--- src/rtl/tavs_pkg.sv ---
// ============================================================================
// tavs_pkg : shared types, constants and functions
// Types and helpers for the autotile role classifier and variant selector.
// ============================================================================
`default_nettype none

package tavs_pkg;

    // Configuration register indexes
    localparam logic [1:0] REG_HASH_SEED   = 2'd0;
    localparam logic [1:0] REG_BASE_COUNT  = 2'd1;
    localparam logic [1:0] REG_DECOR_COUNT = 2'd2;

    // Role codes
    localparam logic [3:0] ROLE_INTERIOR = 4'd0;
    localparam logic [3:0] ROLE_TOP      = 4'd1;
    localparam logic [3:0] ROLE_BOTTOM   = 4'd2;
    localparam logic [3:0] ROLE_LEFT     = 4'd3;
    localparam logic [3:0] ROLE_RIGHT    = 4'd4;
    localparam logic [3:0] ROLE_TL       = 4'd5;
    localparam logic [3:0] ROLE_TR       = 4'd6;
    localparam logic [3:0] ROLE_BL       = 4'd7;
    localparam logic [3:0] ROLE_BR       = 4'd8;
    localparam logic [3:0] ROLE_OUT_TL   = 4'd9;
    localparam logic [3:0] ROLE_OUT_TR   = 4'd10;
    localparam logic [3:0] ROLE_OUT_BL   = 4'd11;
    localparam logic [3:0] ROLE_OUT_BR   = 4'd12;

    // Hash constants
    localparam logic [31:0] MUL_X     = 32'd73856093;
    localparam logic [31:0] MUL_Y     = 32'd19349663;
    localparam logic [31:0] MUL_S     = 32'd83492791;
    localparam logic [31:0] MUL_MIX   = 32'd1274126177;
    localparam logic [31:0] SALT_BASE  = 32'hA5F1_3C9D;
    localparam logic [31:0] SALT_ROLL  = 32'h5C2D_91EB;
    localparam logic [31:0] SALT_DECOR = 32'hC97F_4A1D;
    // Decor roll is 1 in 8: low bits of the roll hash all zero
    localparam int unsigned DECOR_BITS = 3;

    // Remainder pipeline geometry
    localparam int unsigned DVD_W      = 32;
    localparam int unsigned DSR_W      = 8;
    localparam int unsigned DIV_BPS    = 4;
    localparam int unsigned DIV_STAGES = DVD_W / DIV_BPS;

    typedef struct packed {
        logic signed [31:0] tile_x;
        logic signed [31:0] tile_y;
        logic [1:0]         surface_type;
        logic [7:0]         neighbor_mask;
    } tile_t;

    typedef struct packed {
        logic [3:0] role;
        logic       use_decor;
        logic [7:0] variant_index;
    } result_t;

    // Side info carried alongside the remainder pipeline
    typedef struct packed {
        logic [3:0] role;
        logic       use_decor;
        logic       force_zero;
    } side_t;

    // Ordered role rules on the neighbor mask (N, NE, E, SE, S, SW, W, NW)
    function automatic logic [3:0] classify(input logic [7:0] m);
        logic n, ne, e, se, s, sw, w, nw;
        logic [3:0] r;
        n  = m[0]; ne = m[1]; e = m[2]; se = m[3];
        s  = m[4]; sw = m[5]; w = m[6]; nw = m[7];
        if (n && e && s && w) begin
            if (!nw)      r = ROLE_OUT_TL;
            else if (!ne) r = ROLE_OUT_TR;
            else if (!sw) r = ROLE_OUT_BL;
            else if (!se) r = ROLE_OUT_BR;
            else          r = ROLE_INTERIOR;
        end
        else if (!n && e && s && w)                    r = ROLE_TOP;
        else if (!s && n && e && w)                    r = ROLE_BOTTOM;
        else if (!w && n && e && s)                    r = ROLE_LEFT;
        else if (!e && n && s && w)                    r = ROLE_RIGHT;
        else if (!n && !w && e && s)                   r = ROLE_TL;
        else if (!n && !e && w && s)                   r = ROLE_TR;
        else if (!s && !w && n && e)                   r = ROLE_BL;
        else if (!s && !e && n && w)                   r = ROLE_BR;
        else if (!n && !e && !s && sw && w && nw)      r = ROLE_RIGHT;
        else if (!n && ne && e && se && !s && !w)      r = ROLE_LEFT;
        else if (!n && !e && se && s && sw && !w)      r = ROLE_TOP;
        else if (n && ne && !e && !s && !w && nw)      r = ROLE_BOTTOM;
        else                                           r = ROLE_INTERIOR;
        return r;
    endfunction

    // Front half of the mix, up to the multiply operand
    function automatic logic [31:0] mix_front(input logic [31:0] seed_salt,
                                              input logic [31:0] px,
                                              input logic [31:0] py,
                                              input logic [31:0] ps);
        logic [31:0] v;
        v = seed_salt ^ px ^ py ^ ps;
        return v ^ (v >> 13);
    endfunction

    // Back half of the mix, after the multiply
    function automatic logic [31:0] mix_back(input logic [31:0] p);
        return p ^ (p >> 16);
    endfunction

    // One restoring remainder step: shift in one dividend bit
    function automatic logic [DSR_W-1:0] rem_step(input logic [DSR_W-1:0] r,
                                                   input logic             b,
                                                   input logic [DSR_W-1:0] d);
        logic [DSR_W:0] t;
        t = {r, b};
        if (t >= {1'b0, d}) begin
            t = t - {1'b0, d};
        end
        return t[DSR_W-1:0];
    endfunction

endpackage

`default_nettype wire

--- src/rtl/tavs_rem_pipe.sv ---
// ============================================================================
// tavs_rem_pipe : pipelined remainder unit
// 32-bit by 8-bit restoring remainder, four dividend bits per stage.
// ============================================================================
`default_nettype none

module tavs_rem_pipe (
    input  wire logic                        clk,
    input  wire logic                        rst_n,
    input  wire logic                        in_valid,
    input  wire logic [tavs_pkg::DVD_W-1:0]  dividend,
    input  wire logic [tavs_pkg::DSR_W-1:0]  divisor,
    input  wire tavs_pkg::side_t             side_in,
    output logic                             out_valid,
    output logic [tavs_pkg::DSR_W-1:0]       remainder,
    output tavs_pkg::side_t                  side_out
);
    import tavs_pkg::*;

    logic             vld_reg  [DIV_STAGES];
    logic [DVD_W-1:0] dvd_reg  [DIV_STAGES];
    logic [DSR_W-1:0] rem_reg  [DIV_STAGES];
    logic [DSR_W-1:0] dsr_reg  [DIV_STAGES];
    side_t            side_reg [DIV_STAGES];

    for (genvar g = 0; g < DIV_STAGES; g++) begin : g_stage
        logic             src_vld;
        logic [DVD_W-1:0] src_dvd;
        logic [DSR_W-1:0] src_rem;
        logic [DSR_W-1:0] src_dsr;
        side_t            src_side;
        logic [DSR_W-1:0] rem_next;
        logic [DVD_W-1:0] dvd_next;

        // Stage source: module inputs for the first stage, previous stage otherwise
        if (g == 0) begin : g_first
            always_comb
            begin
                src_vld  = in_valid;
                src_dvd  = dividend;
                src_rem  = '0;
                src_dsr  = divisor;
                src_side = side_in;
            end
        end
        else begin : g_rest
            always_comb
            begin
                src_vld  = vld_reg[g-1];
                src_dvd  = dvd_reg[g-1];
                src_rem  = rem_reg[g-1];
                src_dsr  = dsr_reg[g-1];
                src_side = side_reg[g-1];
            end
        end

        // Four remainder steps, top dividend bits first
        always_comb
        begin
            rem_next = src_rem;
            for (int k = 0; k < DIV_BPS; k++) begin
                rem_next = rem_step(rem_next, src_dvd[DVD_W-1-k], src_dsr);
            end
            dvd_next = src_dvd << DIV_BPS;
        end

        always_ff @(posedge clk or negedge rst_n)
        begin
            if (!rst_n) begin
                vld_reg[g] <= 1'b0;
            end
            else begin
                vld_reg[g] <= src_vld;
            end
        end

        always_ff @(posedge clk)
        begin
            dvd_reg[g]  <= dvd_next;
            rem_reg[g]  <= rem_next;
            dsr_reg[g]  <= src_dsr;
            side_reg[g] <= src_side;
        end
    end

    assign out_valid = vld_reg[DIV_STAGES-1];
    assign remainder = rem_reg[DIV_STAGES-1];
    assign side_out  = side_reg[DIV_STAGES-1];

endmodule

`default_nettype wire

--- src/rtl/tile_autotile_role_and_variant_select.sv ---
// ============================================================================
// tile_autotile_role_and_variant_select : autotile role and variant pipeline
// Classifies a tile's neighbor mask and picks a hashed interior variant.
// ============================================================================
// Usage:
//   Input: drive item and pulse start; a transfer happens on every edge with
//   start high, since busy is held low. A new tile may enter every cycle.
//   Configuration: cfg_we with cfg_addr / cfg_wdata writes hash seed (0),
//   base variant count (1) or decor variant count (2); other indexes are
//   ignored. Write only while no tile is in flight.
//   Output: result is valid for one cycle with done high. There is no
//   backpressure; the receiver must take it.
//   Throughput is one tile per cycle. The pipeline holds three hash stages
//   (coordinate multiplies, mix multiply, mix finish and select), eight
//   stages of the 4-bit-per-stage remainder unit and one output register.
//   Reset clears valid bits and config registers (all zero); tiles in flight
//   are dropped.
// ============================================================================
`default_nettype none

module tile_autotile_role_and_variant_select (
    input  wire logic              clk,
    input  wire logic              rst_n,
    input  wire logic              start,
    output logic                   busy,
    input  wire tavs_pkg::tile_t   item,
    output logic                   done,
    output tavs_pkg::result_t      result,
    input  wire logic              cfg_we,
    input  wire logic [1:0]        cfg_addr,
    input  wire logic [31:0]       cfg_wdata
);
    import tavs_pkg::*;

    // Configuration registers
    logic [31:0] hash_seed_reg;
    logic [7:0]  base_count_reg;
    logic [7:0]  decor_count_reg;

    always_ff @(posedge clk or negedge rst_n)
    begin
        if (!rst_n) begin
            hash_seed_reg   <= '0;
            base_count_reg  <= '0;
            decor_count_reg <= '0;
        end
        else if (cfg_we) begin
            unique case (cfg_addr)
                REG_HASH_SEED:   hash_seed_reg   <= cfg_wdata;
                REG_BASE_COUNT:  base_count_reg  <= cfg_wdata[7:0];
                REG_DECOR_COUNT: decor_count_reg <= cfg_wdata[7:0];
                default: ;
            endcase
        end
    end

    // Fully pipelined: never back-pressures
    assign busy = 1'b0;

    // Stage 1: coordinate products and role
    logic        s1_vld_reg;
    logic [31:0] s1_px_reg, s1_py_reg, s1_ps_reg;
    logic [3:0]  s1_role_reg;
    logic [31:0] x_u, y_u;

    assign x_u = item.tile_x;
    assign y_u = item.tile_y;

    always_ff @(posedge clk or negedge rst_n)
    begin
        if (!rst_n) begin
            s1_vld_reg <= 1'b0;
        end
        else begin
            s1_vld_reg <= start;
        end
    end

    always_ff @(posedge clk)
    begin
        s1_px_reg   <= x_u * MUL_X;
        s1_py_reg   <= y_u * MUL_Y;
        s1_ps_reg   <= {30'd0, item.surface_type} * MUL_S;
        s1_role_reg <= classify(item.neighbor_mask);
    end

    // Stage 2: three salted mixes through the multiply
    logic        s2_vld_reg;
    logic [31:0] s2_mb_reg, s2_mr_reg, s2_md_reg;
    logic [3:0]  s2_role_reg;

    always_ff @(posedge clk or negedge rst_n)
    begin
        if (!rst_n) begin
            s2_vld_reg <= 1'b0;
        end
        else begin
            s2_vld_reg <= s1_vld_reg;
        end
    end

    always_ff @(posedge clk)
    begin
        s2_mb_reg   <= mix_front(hash_seed_reg ^ SALT_BASE, s1_px_reg, s1_py_reg,
                                 s1_ps_reg) * MUL_MIX;
        s2_mr_reg   <= mix_front(hash_seed_reg ^ SALT_ROLL, s1_px_reg, s1_py_reg,
                                 s1_ps_reg) * MUL_MIX;
        s2_md_reg   <= mix_front(hash_seed_reg ^ SALT_DECOR, s1_px_reg, s1_py_reg,
                                 s1_ps_reg) * MUL_MIX;
        s2_role_reg <= s1_role_reg;
    end

    // Stage 3: finish the mixes, decor roll, pick dividend and divisor
    logic        s3_vld_reg;
    logic [31:0] s3_dvd_reg;
    logic [7:0]  s3_dsr_reg;
    side_t       s3_side_reg;
    logic [31:0] h_base, h_roll, h_decor;
    logic        interior, decor_next;
    side_t       s3_side_next;

    always_comb
    begin
        h_base   = mix_back(s2_mb_reg);
        h_roll   = mix_back(s2_mr_reg);
        h_decor  = mix_back(s2_md_reg);
        interior = (s2_role_reg == ROLE_INTERIOR);
        decor_next = interior && (base_count_reg != '0) && (decor_count_reg != '0)
                     && (h_roll[DECOR_BITS-1:0] == '0);
        s3_side_next.role       = s2_role_reg;
        s3_side_next.use_decor  = decor_next;
        s3_side_next.force_zero = !interior || (base_count_reg == '0);
    end

    always_ff @(posedge clk or negedge rst_n)
    begin
        if (!rst_n) begin
            s3_vld_reg <= 1'b0;
        end
        else begin
            s3_vld_reg <= s2_vld_reg;
        end
    end

    always_ff @(posedge clk)
    begin
        s3_dvd_reg  <= decor_next ? h_decor : h_base;
        s3_dsr_reg  <= decor_next ? decor_count_reg : base_count_reg;
        s3_side_reg <= s3_side_next;
    end

    // Remainder unit
    logic       rem_vld;
    logic [7:0] rem_val;
    side_t      rem_side;

    tavs_rem_pipe u_rem (
        .clk       (clk),
        .rst_n     (rst_n),
        .in_valid  (s3_vld_reg),
        .dividend  (s3_dvd_reg),
        .divisor   (s3_dsr_reg),
        .side_in   (s3_side_reg),
        .out_valid (rem_vld),
        .remainder (rem_val),
        .side_out  (rem_side)
    );

    // Output register
    logic    done_reg;
    result_t result_reg;

    always_ff @(posedge clk or negedge rst_n)
    begin
        if (!rst_n) begin
            done_reg <= 1'b0;
        end
        else begin
            done_reg <= rem_vld;
        end
    end

    always_ff @(posedge clk)
    begin
        result_reg.role          <= rem_side.role;
        result_reg.use_decor     <= rem_side.use_decor;
        result_reg.variant_index <= rem_side.force_zero ? 8'd0 : rem_val;
    end

    assign done   = done_reg;
    assign result = result_reg;

endmodule

`default_nettype wire
--- config.mk ---
export PLATFORM = sky130hd
export DESIGN_NAME = tile_autotile_role_and_variant_select
export DESIGN_NICKNAME = d
export VERILOG_FILES = /design/src/rtl/tavs_pkg.sv /design/src/rtl/tavs_rem_pipe.sv /design/src/rtl/tile_autotile_role_and_variant_select.sv
export SDC_FILE = /design/constraint.sdc
export NUM_CORES = 2
export LEC_CHECK = 0
export BUFFER_PORTS_ARGS = -buffer_cell sky130_fd_sc_hd__buf_2
export CAP_MARGIN = 20
export CORE_MARGIN = 1
export CORE_UTILIZATION = 66
export CTS_CLUSTER_SIZE = 24
export DETAILED_ROUTE_END_ITERATION = 8
export GPL_TIMING_DRIVEN = 0
export PLACE_DENSITY_LB_ADDON = 0.15
export RECOVER_POWER = 50
export REMOVE_ABC_BUFFERS = 1
export SLEW_MARGIN = 20
export SYNTH_ARGS = -nofsm -noshare
export SYNTH_HDL_FRONTEND = slang
export SYNTH_HIERARCHICAL = 1
export SYNTH_SLANG_ARGS = --single-unit
--- constraint.sdc ---
create_clock -name clk -period 12.36 [get_ports clk]
set_clock_uncertainty 0.05 [all_clocks]
set_input_delay 0.618 -clock clk [delete_from_list [all_inputs] [get_ports clk]]
set_output_delay 0.618 -clock clk [all_outputs]
set_load 0.1 [all_outputs]
==> impl_metrics.toml <==
[floorplanning]
dieHeight_microns = 306
start_util = 0.666
die_x_microns = 306
core_area_sq_um = 91700
num_rows = 111
die-area_sq_um = 93700
ios = 127

[clocking]
cts_tree = "yes"
clock_sinks = 545
clk_latency_ps = 660
ctsHtreeMaxLevel = 2
cts_resized = 0
cts-root-buf = "clkbuf_16"
cts_buffers = 59
clock_path_buffers = 3
clkSlewWorstSetupHoldPaths_ps = 60

[synthesis]
synth-seq-area-share = 0.184
ys.flop_type = "dfxtp_1"
postSynthAreaPerCell_sq_um = 10.1
ys_warn_count = 6
synth-seq-cells = 545
synth_most_common_cell = "inv_1"
synthArstFlopShare = 0.110
synthTopCellsByArea = "fa_1, ha_1, dfxtp_1"
synth_top_area_frac = 0.263
synth_top_area_cell = "fa_1"
syn_area_sq_um = 61000
yosys-top-cells-count = "inv_1, ha_1, fa_1"
synth_edf_count = 0
syn_inst = 6016
synth.distinct_cells = 85

[drt]
num_vias = 40800
drt_iter0_markers = 2179
ant_nets = 0
drt-wirelength-per-cell_microns = 18.8
drcViolationCount = 0
vias_per_cell = 5.50
dr.pass1.iters = 6
totalWireLength_mm = 139

[grt]
grt_util_all_layers = 0.309
antenna_found_initial = 3
overflow = 0
grt_pass1_vias = 43700
grt_max_degree = 39
grt_pass1_wl_mm = 226

[placed_design]
post-dp-hpwl_mm = 120
globalplace.congestion = 0.996
dp_slack_ps = 2290
portBuffers = 125

[critical_path]
critPathLaunchType = "register"
worstSetupPathType = "reg2reg"
critPathSlowestCell = "dfxtp_1"
endpoint_kind = "register"
critical_path.top_delay_family = "adder cells"
required_ps = 12830
cp.depth = 29
worstPathMaxFanout = 14
arrival_ps = 10750
cp_num_buf_inv = 6
rr_worst_depth = 29
crit_top_cell = "fa_1"
cpPeakStageDelay_ps = 1010

[layout]
final_nets = 8075
diodes = 0
fillers = 6899
syn2layout_area_growth_pct = 7.22
largest_reg_flops = 112
drive_above_1_share = 0.0801

[timing]
fin_ws_ps = 2080
min_period_ps = 10280
slew_headroom = -0.252
finalSetupViolCount = 0
drv_slew = 63
tightest_slew_ps = 1880
tns_ps = 0
final.period_utilization = 0.832
finalHoldViolCount = 0
rsz0062_at_grt = "no"
timing.hold.ws_ps = 106
clock.fmax_mhz = 97.3

[job]
drv_cap = 2

[min_path]
hold_depth = 1
hold_path.class = "in2reg"

[run_status]
failed_checks = "max-capacitance violations, max-slew violations"
status = "finished, violations left"
[cells by family (layout without fill, tap and decap cells)]
family / Yosys count / after routing / share of synthesized area
mux: 205 / 205 / 0.0370
flops: 545 / 545 / 0.184
simple gates: 768 / 768 / 0.0609
other cells: 1 / 1 / 0.0000614
buf+inv: 1382 / 1599 / 0.0856
xor+xnor: 578 / 578 / 0.0894
compound gates: 755 / 755 / 0.0792
fa+ha+maj: 1782 / 1782 / 0.464
[cells in the final DEF, fill, tap and decap left out, types with 84 or more instances in the layout]
cell type  count
xor2_1       132
inv_1       1339
nor2_1       184
mux2_2       165
buf_2        115
fa_1         803
a21oi_1      221
ha_1         978
dfxtp_1      485
o21ai_0      192
nand2_1      230
a21o_1        84
xnor2_1      396
[area by class of cell]
cell class / instances / area, sq um / area share
well taps: 1186 / 1480 / 0.0227
multi-input cells: 4089 / 44800 / 0.684
clock buffers: 80 / 1750 / 0.0267
flip-flops and latches: 545 / 11200 / 0.171
inverters: 1345 / 5050 / 0.0772
repair buffers: 142 / 792 / 0.0121
clock inverters: 32 / 397 / 0.00606
[routing by layer]
layer / vias to the layer above / part of all wire / GRT usage
li1: 19700 / - / -
met1: 19800 / 0.39 / 0.357
met2: 1001 / 0.51 / 0.565
met3: 363 / 0.041 / 0.0319
met4: 0 / 0.061 / 0.163
met5: - / 0 / 0
[through the flow]
| step | util | std cells | cell area (sq um) |
|---|---|---|---|
| 6_report | 0.714 | 7419 | 65400 |
| 5_1_grt | 0.714 | 7419 | 65400 |
| 4_1_cts | 0.714 | 7419 | 65400 |
| 3_5_place_dp | 0.690 | 7305 | 63300 |
| 3_3_place_gp | 0.687 | 7290 | 63000 |
| 2_1_floorplan | - | 5979 | 60900 |
[path summary, 6_finish.rpt]
kind / from / end / slack [ps]
setup / recovery: s1_ps_reg[23]$_DFF_P_ / s2_mb_reg[31]$_DFF_P_ / 2080
hold / removal: item[9] / s1_ps_reg[27]$_DFF_P_ / 110
setup reg to reg: s1_ps_reg[23]$_DFF_P_ / s2_mb_reg[31]$_DFF_P_ / 2080
hold reg to reg: s3_dvd_reg[15]$_DFF_P_ / u_rem/dvd_reg[0][15]$_DFF_P_ / 270
max in group asynchronous: rst_n / hash_seed_reg[5]$_DFFE_PN0P_ / 8950
min in group asynchronous: rst_n / hash_seed_reg[15]$_DFFE_PN0P_ / 870
[timing repair]
action / 4_1_cts / 5_1_grt
setup buffers: 0 / 0
hold buffers: 2 / 0
hold endpoints to repair: 25 / 0
Power is left out: the tool's default activity adds up to more than one toggle a clock period on the data nets, which glitch-free logic cannot reach.
